==> src/hw/rtl/hpm_pkg.sv <==
package hpm_pkg;

  localparam logic [16:0] ONE_Q16     = 17'd65536;
  localparam logic [14:0] MIN_MAX_DEG = 15'd256;
  localparam logic [16:0] EYE_DEN_MIN = 17'd7;
  localparam int          DIV_STEPS   = 16;

  // configuration register indexes
  localparam logic [2:0] CFG_MIN_CONF   = 3'd0;
  localparam logic [2:0] CFG_DEADZONE   = 3'd1;
  localparam logic [2:0] CFG_YAW_MAX    = 3'd2;
  localparam logic [2:0] CFG_PITCH_MAX  = 3'd3;
  localparam logic [2:0] CFG_EYE_THR    = 3'd4;
  localparam logic [2:0] CFG_WEIGHT     = 3'd5;
  localparam logic [2:0] CFG_ALPHA      = 3'd6;
  localparam logic [2:0] CFG_FALLBACK   = 3'd7;

  localparam logic [1:0] GATE_OK       = 2'd0;
  localparam logic [1:0] GATE_NO_FACE  = 2'd1;
  localparam logic [1:0] GATE_LOW_CONF = 2'd2;
  localparam logic [1:0] GATE_INVALID  = 2'd3;

  localparam logic [2:0] FB_NONE        = 3'd0;
  localparam logic [2:0] FB_TRACKER_ERR = 3'd4;
  localparam logic [2:0] FB_DISABLED    = 3'd5;

  typedef logic [3:0] step_t;

  // blend steps of the shared mix unit, in order
  localparam step_t STEP_FB_YAW    = 4'd0;
  localparam step_t STEP_FB_PITCH  = 4'd1;
  localparam step_t STEP_FB_EYE    = 4'd2;
  localparam step_t STEP_SM_YAW    = 4'd3;
  localparam step_t STEP_SM_PITCH  = 4'd4;
  localparam step_t STEP_SM_EYE    = 4'd5;
  localparam step_t STEP_HT_YAW    = 4'd6;
  localparam step_t STEP_HT_PITCH  = 4'd7;
  localparam step_t STEP_ET_BOTH   = 4'd8;
  localparam step_t STEP_ET_LEFT   = 4'd9;
  localparam step_t STEP_ET_RIGHT  = 4'd10;

  typedef struct packed {
    logic  capture;
    logic  div_init;
    logic  div_step;
    logic  map_load;
    logic  mix_mul;
    logic  mix_wr;
    step_t step;
    logic  out_load;
  } cmd_t;

  typedef struct packed {
    logic fb_apply;
  } status_t;

endpackage

==> src/hw/rtl/hpm_ctrl.sv <==
module hpm_ctrl (
  input  logic             clk,
  input  logic             rst,
  input  logic             in_valid,
  output logic             in_stall,
  output logic             out_valid,
  input  logic             out_stall,
  input  hpm_pkg::status_t status,
  output hpm_pkg::cmd_t    cmd
);
  import hpm_pkg::*;

  typedef enum logic [2:0] {
    S_IDLE, S_PREP, S_DIV, S_LOAD, S_MUL, S_ACC, S_FIN
  } state_t;

  state_t      state;
  step_t       step;
  logic [3:0]  count;
  logic        load_out;

  assign in_stall = (state != S_IDLE);
  assign load_out = (state == S_FIN) && (!out_valid || !out_stall);

  always_comb begin
    cmd          = '0;
    cmd.capture  = (state == S_IDLE) && in_valid;
    cmd.div_init = (state == S_PREP);
    cmd.div_step = (state == S_DIV);
    cmd.map_load = (state == S_LOAD);
    cmd.mix_mul  = (state == S_MUL);
    cmd.mix_wr   = (state == S_ACC);
    cmd.step     = step;
    cmd.out_load = load_out;
  end

  always_ff @(posedge clk) begin
    if (rst) begin
      state     <= S_IDLE;
      step      <= STEP_FB_YAW;
      count     <= '0;
      out_valid <= 1'b0;
    end else begin
      if (load_out) begin
        out_valid <= 1'b1;
      end else if (out_valid && !out_stall) begin
        out_valid <= 1'b0;
      end
      case (state)
        S_IDLE: begin
          if (in_valid) state <= S_PREP;
        end
        S_PREP: begin
          count <= '0;
          state <= S_DIV;
        end
        S_DIV: begin
          count <= count + 4'd1;
          if (count == 4'(DIV_STEPS - 1)) state <= S_LOAD;
        end
        S_LOAD: begin
          step  <= status.fb_apply ? STEP_FB_YAW : STEP_SM_YAW;
          state <= S_MUL;
        end
        S_MUL: begin
          state <= S_ACC;
        end
        S_ACC: begin
          if (step == STEP_ET_RIGHT) begin
            state <= S_FIN;
          end else begin
            step  <= step + 4'd1;
            state <= S_MUL;
          end
        end
        S_FIN: begin
          if (load_out) state <= S_IDLE;
        end
        default: state <= S_IDLE;
      endcase
    end
  end

endmodule

==> src/hw/rtl/hpm_datapath.sv <==
module hpm_datapath (
  input  logic               clk,
  input  logic               rst,
  input  hpm_pkg::cmd_t      cmd,
  output hpm_pkg::status_t   status,
  input  logic               cfg_we,
  input  logic [2:0]         cfg_index,
  input  logic [17:0]        cfg_data,
  input  logic               face_seen,
  input  logic [15:0]        confidence,
  input  logic signed [15:0] yaw_angle,
  input  logic signed [15:0] pitch_angle,
  input  logic [15:0]        eye_opening,
  input  logic               values_valid,
  input  logic               tracker_error,
  input  logic signed [15:0] alt_yaw,
  input  logic signed [15:0] alt_pitch,
  input  logic [15:0]        alt_eye,
  output logic signed [15:0] yaw_target,
  output logic signed [15:0] pitch_target,
  output logic [15:0]        eye_target,
  output logic [15:0]        left_eye_target,
  output logic [15:0]        right_eye_target,
  output logic signed [15:0] smoothed_yaw,
  output logic signed [15:0] smoothed_pitch,
  output logic [15:0]        smoothed_eye,
  output logic [1:0]         gate_code,
  output logic               fallback_active,
  output logic [2:0]         fallback_code
);
  import hpm_pkg::*;

  // configuration
  logic [16:0] conf_floor, eye_thr, weight, alpha;
  logic [14:0] deadzone, yaw_max, pitch_max;
  logic [17:0] fb_ctrl;

  always_ff @(posedge clk) begin
    if (rst) begin
      conf_floor <= 17'd32768;
      deadzone   <= 15'd0;
      yaw_max    <= 15'd7680;
      pitch_max  <= 15'd5120;
      eye_thr    <= 17'd0;
      weight     <= ONE_Q16;
      alpha      <= ONE_Q16;
      fb_ctrl    <= 18'd0;
    end else if (cfg_we) begin
      case (cfg_index)
        CFG_MIN_CONF:  conf_floor <= cfg_data[16:0];
        CFG_DEADZONE:  deadzone   <= cfg_data[14:0];
        CFG_YAW_MAX:   yaw_max    <= cfg_data[14:0];
        CFG_PITCH_MAX: pitch_max  <= cfg_data[14:0];
        CFG_EYE_THR:   eye_thr    <= cfg_data[16:0];
        CFG_WEIGHT:    weight     <= cfg_data[16:0];
        CFG_ALPHA:     alpha      <= cfg_data[16:0];
        CFG_FALLBACK:  fb_ctrl    <= cfg_data;
        default: ;
      endcase
    end
  end

  logic [16:0] minc, thr, w, al, fw;
  logic [14:0] ymax, pmax;
  logic        fb_en;

  assign minc  = (conf_floor > ONE_Q16) ? ONE_Q16 : conf_floor;
  assign thr   = (eye_thr > ONE_Q16) ? ONE_Q16 : eye_thr;
  assign w     = (weight > ONE_Q16) ? ONE_Q16 : weight;
  assign al    = (alpha > ONE_Q16) ? ONE_Q16 : alpha;
  assign fw    = (fb_ctrl[16:0] > ONE_Q16) ? ONE_Q16 : fb_ctrl[16:0];
  assign ymax  = (yaw_max < MIN_MAX_DEG) ? MIN_MAX_DEG : yaw_max;
  assign pmax  = (pitch_max < MIN_MAX_DEG) ? MIN_MAX_DEG : pitch_max;
  assign fb_en = fb_ctrl[17];

  // captured item
  logic               c_face, c_valid, c_terr;
  logic [15:0]        c_conf, c_eye, c_aeye;
  logic signed [15:0] c_yaw, c_pitch, c_ayaw, c_apitch;

  always_ff @(posedge clk) begin
    if (cmd.capture) begin
      c_face   <= face_seen;
      c_conf   <= confidence;
      c_yaw    <= yaw_angle;
      c_pitch  <= pitch_angle;
      c_eye    <= eye_opening;
      c_valid  <= values_valid;
      c_terr   <= tracker_error;
      c_ayaw   <= alt_yaw;
      c_apitch <= alt_pitch;
      c_aeye   <= alt_eye;
    end
  end

  // gate and fallback codes
  logic [1:0] gate;
  logic [2:0] fcode;
  logic       requested, factive;

  always_comb begin
    gate = GATE_OK;
    if (!c_face) gate = GATE_NO_FACE;
    else if ({1'b0, c_conf} < minc) gate = GATE_LOW_CONF;
    if (!c_valid) gate = GATE_INVALID;
    requested = (gate != GATE_OK) || c_terr;
    if (gate != GATE_OK) fcode = {1'b0, gate};
    else if (c_terr) fcode = FB_TRACKER_ERR;
    else fcode = FB_NONE;
    if (requested && !fb_en) fcode = FB_DISABLED;
    factive = requested && fb_en && (fw != 17'd0);
  end

  assign status.fb_apply = requested && fb_en;

  // eye rescale operands
  logic signed [17:0] eye_num;
  logic [16:0]        eye_den_raw, eye_den;
  logic               eye_pos, eye_sat;

  assign eye_num     = $signed({2'b00, c_eye}) - $signed({1'b0, thr});
  assign eye_den_raw = ONE_Q16 - thr;
  assign eye_den     = (eye_den_raw < EYE_DEN_MIN) ? EYE_DEN_MIN : eye_den_raw;
  assign eye_pos     = (eye_num > 18'sd0);
  assign eye_sat     = (eye_num >= $signed({1'b0, eye_den}));

  // angle operands: magnitude past the deadzone
  logic signed [16:0] yaw_x, pitch_x;
  logic [16:0]        yaw_a, pitch_a, yaw_d, pitch_d;
  logic               yaw_zero, pitch_zero, yaw_sat, pitch_sat;

  assign yaw_x      = {c_yaw[15], c_yaw};
  assign pitch_x    = {c_pitch[15], c_pitch};
  assign yaw_a      = c_yaw[15] ? 17'(-yaw_x) : 17'(yaw_x);
  assign pitch_a    = c_pitch[15] ? 17'(-pitch_x) : 17'(pitch_x);
  assign yaw_zero   = (yaw_a <= {2'b00, deadzone});
  assign pitch_zero = (pitch_a <= {2'b00, deadzone});
  assign yaw_d      = yaw_a - {2'b00, deadzone};
  assign pitch_d    = pitch_a - {2'b00, deadzone};
  assign yaw_sat    = (yaw_d >= {2'b00, ymax});
  assign pitch_sat  = (pitch_d >= {2'b00, pmax});

  // three restoring dividers, one quotient bit per cycle each
  logic [15:0] rem_e, q_e, q_y, q_p;
  logic [14:0] rem_y, rem_p;
  logic [16:0] sh_e;
  logic [15:0] sh_y, sh_p;

  assign sh_e = {rem_e, 1'b0};
  assign sh_y = {rem_y, 1'b0};
  assign sh_p = {rem_p, 1'b0};

  always_ff @(posedge clk) begin
    if (cmd.div_init) begin
      rem_e <= (eye_pos && !eye_sat) ? eye_num[15:0] : 16'd0;
      rem_y <= yaw_d[14:0];
      rem_p <= pitch_d[14:0];
      q_e   <= '0;
      q_y   <= '0;
      q_p   <= '0;
    end else if (cmd.div_step) begin
      if (sh_e >= eye_den) begin
        rem_e <= 16'(sh_e - eye_den);
        q_e   <= {q_e[14:0], 1'b1};
      end else begin
        rem_e <= sh_e[15:0];
        q_e   <= {q_e[14:0], 1'b0};
      end
      if (sh_y >= {1'b0, ymax}) begin
        rem_y <= 15'(sh_y - {1'b0, ymax});
        q_y   <= {q_y[14:0], 1'b1};
      end else begin
        rem_y <= sh_y[14:0];
        q_y   <= {q_y[14:0], 1'b0};
      end
      if (sh_p >= {1'b0, pmax}) begin
        rem_p <= 15'(sh_p - {1'b0, pmax});
        q_p   <= {q_p[14:0], 1'b1};
      end else begin
        rem_p <= sh_p[14:0];
        q_p   <= {q_p[14:0], 1'b0};
      end
    end
  end

  // mapped values; quotients were formed against 2^16, halve for Q1.15
  logic signed [15:0] map_yaw, map_pitch, m_yaw, m_pitch;
  logic [15:0]        map_eye, m_eye;

  always_comb begin
    if (gate != GATE_OK || !eye_pos) map_eye = 16'd0;
    else if (eye_sat) map_eye = 16'hFFFF;
    else map_eye = q_e;

    if (gate != GATE_OK || yaw_zero) map_yaw = 16'sd0;
    else if (yaw_sat) map_yaw = c_yaw[15] ? 16'sh8000 : 16'sh7FFF;
    else if (c_yaw[15]) map_yaw = -$signed({1'b0, q_y[15:1]});
    else map_yaw = $signed({1'b0, q_y[15:1]});

    if (gate != GATE_OK || pitch_zero) map_pitch = 16'sd0;
    else if (pitch_sat) map_pitch = c_pitch[15] ? 16'sh8000 : 16'sh7FFF;
    else if (c_pitch[15]) map_pitch = -$signed({1'b0, q_p[15:1]});
    else map_pitch = $signed({1'b0, q_p[15:1]});
  end

  // smoothing and target state
  logic signed [15:0] s_yaw, s_pitch, ht_yaw, ht_pitch;
  logic [15:0]        s_eye, et_both, et_left, et_right;

  // shared mix unit: x + floor((y - x) * f / 2^16)
  logic signed [17:0] mx_x, mx_y, mx_diff, mx_res;
  logic [16:0]        mx_f;
  logic signed [35:0] mx_prod;

  always_comb begin
    case (cmd.step)
      STEP_FB_YAW:   begin mx_x = 18'(m_yaw);          mx_y = 18'(c_ayaw);   mx_f = fw; end
      STEP_FB_PITCH: begin mx_x = 18'(m_pitch);        mx_y = 18'(c_apitch); mx_f = fw; end
      STEP_FB_EYE:   begin mx_x = {2'b00, m_eye};      mx_y = {2'b00, c_aeye}; mx_f = fw; end
      STEP_SM_YAW:   begin mx_x = 18'(s_yaw);          mx_y = 18'(m_yaw);    mx_f = al; end
      STEP_SM_PITCH: begin mx_x = 18'(s_pitch);        mx_y = 18'(m_pitch);  mx_f = al; end
      STEP_SM_EYE:   begin mx_x = {2'b00, s_eye};      mx_y = {2'b00, m_eye}; mx_f = al; end
      STEP_HT_YAW:   begin mx_x = 18'(ht_yaw);         mx_y = 18'(s_yaw);    mx_f = w; end
      STEP_HT_PITCH: begin mx_x = 18'(ht_pitch);       mx_y = 18'(s_pitch);  mx_f = w; end
      STEP_ET_BOTH:  begin mx_x = {2'b00, et_both};    mx_y = {2'b00, s_eye}; mx_f = w; end
      STEP_ET_LEFT:  begin mx_x = {2'b00, et_left};    mx_y = {2'b00, s_eye}; mx_f = w; end
      STEP_ET_RIGHT: begin mx_x = {2'b00, et_right};   mx_y = {2'b00, s_eye}; mx_f = w; end
      default:       begin mx_x = 18'sd0;              mx_y = 18'sd0;        mx_f = '0; end
    endcase
  end

  assign mx_diff = mx_y - mx_x;
  // a convex blend of two in-range values never leaves that range
  assign mx_res  = mx_x + mx_prod[33:16];

  always_ff @(posedge clk) begin
    if (cmd.mix_mul) mx_prod <= mx_diff * $signed({1'b0, mx_f});
  end

  always_ff @(posedge clk) begin
    if (rst) begin
      s_yaw    <= '0;
      s_pitch  <= '0;
      s_eye    <= '0;
      ht_yaw   <= '0;
      ht_pitch <= '0;
      et_both  <= '0;
      et_left  <= '0;
      et_right <= '0;
    end else if (cmd.mix_wr) begin
      case (cmd.step)
        STEP_SM_YAW:   s_yaw    <= mx_res[15:0];
        STEP_SM_PITCH: s_pitch  <= mx_res[15:0];
        STEP_SM_EYE:   s_eye    <= mx_res[15:0];
        STEP_HT_YAW:   ht_yaw   <= mx_res[15:0];
        STEP_HT_PITCH: ht_pitch <= mx_res[15:0];
        STEP_ET_BOTH:  et_both  <= mx_res[15:0];
        STEP_ET_LEFT:  et_left  <= mx_res[15:0];
        STEP_ET_RIGHT: et_right <= mx_res[15:0];
        default: ;
      endcase
    end
  end

  always_ff @(posedge clk) begin
    if (cmd.map_load) begin
      m_yaw   <= map_yaw;
      m_pitch <= map_pitch;
      m_eye   <= map_eye;
    end else if (cmd.mix_wr) begin
      case (cmd.step)
        STEP_FB_YAW:   m_yaw   <= mx_res[15:0];
        STEP_FB_PITCH: m_pitch <= mx_res[15:0];
        STEP_FB_EYE:   m_eye   <= mx_res[15:0];
        default: ;
      endcase
    end
  end

  // output register
  always_ff @(posedge clk) begin
    if (cmd.out_load) begin
      yaw_target       <= ht_yaw;
      pitch_target     <= ht_pitch;
      eye_target       <= et_both;
      left_eye_target  <= et_left;
      right_eye_target <= et_right;
      smoothed_yaw     <= s_yaw;
      smoothed_pitch   <= s_pitch;
      smoothed_eye     <= s_eye;
      gate_code        <= gate;
      fallback_active  <= factive;
      fallback_code    <= fcode;
    end
  end

endmodule

==> src/hw/rtl/head_pose_to_param_mapper_unit.sv <==
// Channel   Handshake                 Payload
// in        in_valid / in_stall       face_seen .. alt_eye, one port per field
// out       out_valid / out_stall     yaw_target .. fallback_code, one port per field
// cfg       cfg_we, cfg_index         cfg_data (18b), no read-back
//
// Per item, in order: capture, divider set-up, 16 steps of the three side-by-side
// restoring dividers (eye, yaw, pitch), map load, a multiply and an accumulate state
// per pass of the one multiplier (8 without fallback blending, 11 with) and output load.
// rst is synchronous: config to defaults, smoothing and target state cleared.
// A finished item waits in the output register; the next item may be taken and
// worked on meanwhile, and only the output load waits for that register.
module head_pose_to_param_mapper_unit (
  input  logic               clk,
  input  logic               rst,
  input  logic               cfg_we,
  input  logic [2:0]         cfg_index,
  input  logic [17:0]        cfg_data,
  input  logic               in_valid,
  output logic               in_stall,
  input  logic               face_seen,
  input  logic [15:0]        confidence,
  input  logic signed [15:0] yaw_angle,
  input  logic signed [15:0] pitch_angle,
  input  logic [15:0]        eye_opening,
  input  logic               values_valid,
  input  logic               tracker_error,
  input  logic signed [15:0] alt_yaw,
  input  logic signed [15:0] alt_pitch,
  input  logic [15:0]        alt_eye,
  output logic               out_valid,
  input  logic               out_stall,
  output logic signed [15:0] yaw_target,
  output logic signed [15:0] pitch_target,
  output logic [15:0]        eye_target,
  output logic [15:0]        left_eye_target,
  output logic [15:0]        right_eye_target,
  output logic signed [15:0] smoothed_yaw,
  output logic signed [15:0] smoothed_pitch,
  output logic [15:0]        smoothed_eye,
  output logic [1:0]         gate_code,
  output logic               fallback_active,
  output logic [2:0]         fallback_code
);
  import hpm_pkg::*;

  // controller sequences; datapath holds config, item, state and output
  cmd_t    cmd;
  status_t status;

  hpm_ctrl u_ctrl (
    .clk       (clk),
    .rst       (rst),
    .in_valid  (in_valid),
    .in_stall  (in_stall),
    .out_valid (out_valid),
    .out_stall (out_stall),
    .status    (status),
    .cmd       (cmd)
  );

  hpm_datapath u_dp (
    .clk              (clk),
    .rst              (rst),
    .cmd              (cmd),
    .status           (status),
    .cfg_we           (cfg_we),
    .cfg_index        (cfg_index),
    .cfg_data         (cfg_data),
    .face_seen        (face_seen),
    .confidence       (confidence),
    .yaw_angle        (yaw_angle),
    .pitch_angle      (pitch_angle),
    .eye_opening      (eye_opening),
    .values_valid     (values_valid),
    .tracker_error    (tracker_error),
    .alt_yaw          (alt_yaw),
    .alt_pitch        (alt_pitch),
    .alt_eye          (alt_eye),
    .yaw_target       (yaw_target),
    .pitch_target     (pitch_target),
    .eye_target       (eye_target),
    .left_eye_target  (left_eye_target),
    .right_eye_target (right_eye_target),
    .smoothed_yaw     (smoothed_yaw),
    .smoothed_pitch   (smoothed_pitch),
    .smoothed_eye     (smoothed_eye),
    .gate_code        (gate_code),
    .fallback_active  (fallback_active),
    .fallback_code    (fallback_code)
  );

endmodule

==> config.mk <==
export PLATFORM = sky130hd
export DESIGN_NAME = head_pose_to_param_mapper_unit
export DESIGN_NICKNAME = d
export VERILOG_FILES = /design/src/hw/rtl/hpm_pkg.sv /design/src/hw/rtl/hpm_ctrl.sv /design/src/hw/rtl/hpm_datapath.sv /design/src/hw/rtl/head_pose_to_param_mapper_unit.sv
export SDC_FILE = /design/constraint.sdc
export NUM_CORES = 2
export LEC_CHECK = 0
export BUFFER_PORTS_ARGS = -buffer_cell sky130_fd_sc_hd__buf_4
export CAP_MARGIN = 20
export CELL_PAD_IN_SITES_DETAIL_PLACEMENT = 1
export CELL_PAD_IN_SITES_GLOBAL_PLACEMENT = 1
export CORE_AREA = 8 8 313 315
export CTS_BUF_LIST = sky130_fd_sc_hd__clkbuf_16
export CTS_CLUSTER_DIAMETER = 30
export DETAILED_ROUTE_END_ITERATION = 8
export DIE_AREA = 0 0 321 323
export PLACE_DENSITY_LB_ADDON = 0.12
export SYNTH_ARGS = -nofsm -noshare
export SYNTH_HDL_FRONTEND = slang
export SYNTH_HIERARCHICAL = 1
export SYNTH_SLANG_ARGS = --single-unit
==> constraint.sdc <==
create_clock -name clk -period 11 [get_ports clk]
set_input_delay 0 -clock clk [delete_from_list [all_inputs] [get_ports clk]]
set_output_delay 0 -clock clk [all_outputs]
set_load 0.02 [all_outputs]
==> flow_summary.ini <==
[pwr]
netSwitchingPower_mw = 3.48
peakVddDrop_mv = 0.143
cellInternalPower_mw = 6.85
power.density_cell_area_nw_per_um2 = 182
clock_power_share_pct = 45.2
share_comb_of_total_power_pct = 26.3
p_leak_nw = 23.7
power.share.switching_pct = 33.7
power.sequential.fraction_pct = 28.5

[floorplanning]
die_w_um = 321
die_area_um2 = 104000
core_region_area_um2 = 92800
placement_rows = 112
design.portCount = 277
start_util_pct = 48.6
die_h_um = 323

[yosys]
netlist_top_cells_area = sky130_fd_sc_hd__edfxtp_1 24%, sky130_fd_sc_hd__dfxtp_1 14%, sky130_fd_sc_hd__fa_1 13%
synth-edff-count = 359
synth_async_reset_ratio_pct = 0
synth-warning-count = 6
syn_area_um2 = 45100
yosysTopAreaCellShare_pct = 23.9
post_synth_num_cell_types = 93
register_bit_count_reported_by_yosys = 678
synthesis.area_per_instance_um2 = 9.31
synth-main-ff-cell = sky130_fd_sc_hd__edfxtp_1
yosysSeqAreaShare_pct = 38.0
synthCells = 4844
yosys.area.top_type = sky130_fd_sc_hd__edfxtp_1
synth_fp_nets = 5543

[final_layout]
final_design_area_no_fill_um2 = 56800
finalNetCount = 6124
final.fill_count = 10239
area_growth_pct = 25.9
final_layout_size_suffix_gt1_share_pct = 12.8
final_core_util_pct = 61.2

[routing]
mean_number_of_vias_per_cell = 6.07
ant_nets = 0
via_count = 41371
dr.pass1.iters = 9
routed_wire_length_per_instance_um = 28.0
drc_marker_count_from_the_first_detailed_route_iteration = 4020
drt-total-wl_um = 191000
total_drc_errors_in_the_routed_layout = 2

[min_path]
whs_path_depth = 4
hold_path_startpoint = cfg_data[6]
min-delay-path-class = primary input to flop
whs_endpoint = u_dp/yaw_max[6]

[setup_path]
crit-reg2reg-launch = u_ctrl/step[3]
timing.rr.end = u_dp/mx_prod[31]
arrival_ps = 10990
reg2reg_setup_slack_ps = 500
crit_path_max_fanout = 19
critical-path-max-stage-delay_ps = 550
required_time_of_the_worst_setup_path_ps = 11480
setup.worst_path.class = flop to flop
r2r_worst_path_depth = 38
timing.critical_path.from_type = flop
crit_path_frequent_cell = sky130_fd_sc_hd__fa_1
endpoint_type_of_the_worst_setup_path = flop
slowest_stage = sky130_fd_sc_hd__fa_1

[sta]
finalWorstSetupSlack_ps = 497
min_tclk_post_route_ps = 10500
fmaxAchievable_mhz = 95.2
final-max-slew-violation-count = 0
finalSetupViolations = 0
timing.clock.skew_ps = 29.8
fin_crit_sh_pct = 95.5
timing.max_slew.rel_slack_pct = 16.7
worst_slew_pin_slew_ps = 1250
hold_viol = 0

[global_routing]
antenna_found_initial = 6
first_global_vias = 44857
overflow = 0
pin_count_of_the_biggest_net_entering_global_routing = 96
grt.total_usage_pct = 36.3
grt_pass1_wl_um = 286000

[clocking]
post-cts-setup-buffer-count = 0
cts_num_sinks = 678
clk_transition_reported_paths_ps = 50
cts_max_level = 4
cts_made_buffers = 154
clockBufferDepth = 3
worst_skew_pair.late_latency_ps = 750
cts_tree = done
cts.root.buffer_cell = sky130_fd_sc_hd__clkbuf_16

[placement]
gp_congestion = 0.973
post_dp_cell_area_um2 = 48800
pre_cts_ws_ps = 239
numPortBuffers = 276
place_hpwl_um = 130000

[flow_run]
number_of_violations_of_the_max_capacitance_limit = 0

[status]
run_status = finished, violations left
violations_in_the_final_reports = DRC
-- Yosys cell counts, types with 62 or more instances --
library cell	instances
sky130_fd_sc_hd__a22oi_1	80
sky130_fd_sc_hd__nor2_1	422
sky130_fd_sc_hd__inv_1	466
sky130_fd_sc_hd__ha_1	274
sky130_fd_sc_hd__mux2i_1	67
sky130_fd_sc_hd__nand3_1	68
sky130_fd_sc_hd__dfxtp_1	319
sky130_fd_sc_hd__nor3_1	69
sky130_fd_sc_hd__fa_1	284
sky130_fd_sc_hd__a21o_1	62
sky130_fd_sc_hd__clkbuf_1	172
sky130_fd_sc_hd__a21oi_1	370
sky130_fd_sc_hd__o21ai_0	108
sky130_fd_sc_hd__xnor2_1	119
sky130_fd_sc_hd__edfxtp_1	359
sky130_fd_sc_hd__nand2_1	811
-- repair_timing --
item,4_1_cts,5_1_grt
endpoints found under the setup margin,0,6
resized for setup,0,15
endpoints found under the hold margin,290,0
hold buffers,265,0
-- layout make-up --
type	instances	area, µm²	area share, %
diodes	3	7.51	0.0132
multi-input cells	3481	25500	44.9
repair buffers	644	5530	9.74
inverters	466	1750	3.08
clock buffers	163	4080	7.18
flip-flops and latches	678	17200	30.2
well taps	1254	1570	2.76
clock inverters	125	1170	2.06
-- worst max-delay path, delay by kind of cell (launching register included) --
family | cells | cell delay [ps]
flops | 1 | 380
xor+xnor | 3 | 510
simple gates | 5 | 1410
buf+inv | 8 | 1360
fa+ha+maj | 8 | 3570
compound gates | 14 | 2990
-- through the flow --
step                instances  total power [mW]  setup TNS (ps)  hold slack (ps)
floorplan                4844              4.59               0             98.9
global placement         6252              5.42               0              178
detailed placement       6256              5.50               0              179
CTS                      6809              10.2               0              119
global route             6812              10.7           -5.69              163
finish                   6814              10.3               0              187
-- routing by layer --
layer | GRT usage, % | up-vias | part of all wire (%)
met5 | 0 | - | 0.016
met4 | 18.3 | 6 | 5.4
met3 | 7.48 | 534 | 8.2
met2 | 62.1 | 2105 | 48
met1 | 43.4 | 20818 | 38
li1 | - | 17908 | -
-- power by group through the flow --
stage / Sequential [mW] / Combinational (mW) / Clock, mW
2_1_floorplan: 2.94 / 1.66 / 0
3_3_place_gp: 2.98 / 2.44 / 0
3_5_place_dp: 2.98 / 2.53 / 0
4_1_cts: 2.94 / 2.63 / 4.63
5_1_grt: 2.95 / 2.93 / 4.81
6_report: 2.94 / 2.72 / 4.67
-- cells by family (layout without fill, tap and decap cells) --
logic type               after synthesis  in the layout  synth area share [%]
buffers and inverters                685           1398                  5.84
AO/OA/AOI/OAI                        969            969                  14.0
AND/OR/NAND/NOR                     1702           1702                  16.8
multiplexers                          71             71                  1.59
other                                  0              3                     0
XOR/XNOR                             178            178                  3.47
adder cells (fa/ha/maj)              561            561                  20.3
flip-flops                           678            678                  38.0
-- how the worst max path moves through the flow --
stage / start / end / slack (ps) / depth (start not counted)
finish: u_ctrl/step[3] / u_dp/mx_prod[31] / 500 / 38
global route: u_ctrl/step[3] / u_dp/mx_prod[31] / -6 / 39
global placement: u_ctrl/step[1] / u_dp/mx_prod[31] / 330 / 38
floorplan: u_ctrl/step[2] / u_dp/mx_prod[31] / 860 / 42
detailed placement: u_ctrl/step[1] / u_dp/mx_prod[31] / 240 / 38
CTS: u_ctrl/step[1] / u_dp/mx_prod[31] / 200 / 38
-- placed cells by master, fill, tap and decap left out, types with 163 or more instances in the layout --
cell type                       netlist  routed
sky130_fd_sc_hd__nand2_1            811     811
sky130_fd_sc_hd__inv_1              466     487
sky130_fd_sc_hd__nor2_1             422     416
sky130_fd_sc_hd__buf_4                5     371
sky130_fd_sc_hd__a21oi_1            370     367
sky130_fd_sc_hd__edfxtp_1           359     359
sky130_fd_sc_hd__dfxtp_1            319     316
sky130_fd_sc_hd__fa_1               284     284
sky130_fd_sc_hd__ha_1               274     274
sky130_fd_sc_hd__dlygate4sd3_1        0     265
sky130_fd_sc_hd__clkbuf_16            0     163
-- registers in the layout, indices dropped and copies added (netlist names), 17 cells and up --
register         count
u_dp/fb_ctrl        18
u_dp/alpha          17
u_dp/conf_floor     17
u_dp/eye_thr        17
u_dp/weight         17
Power figures use the tool's default switching activity.
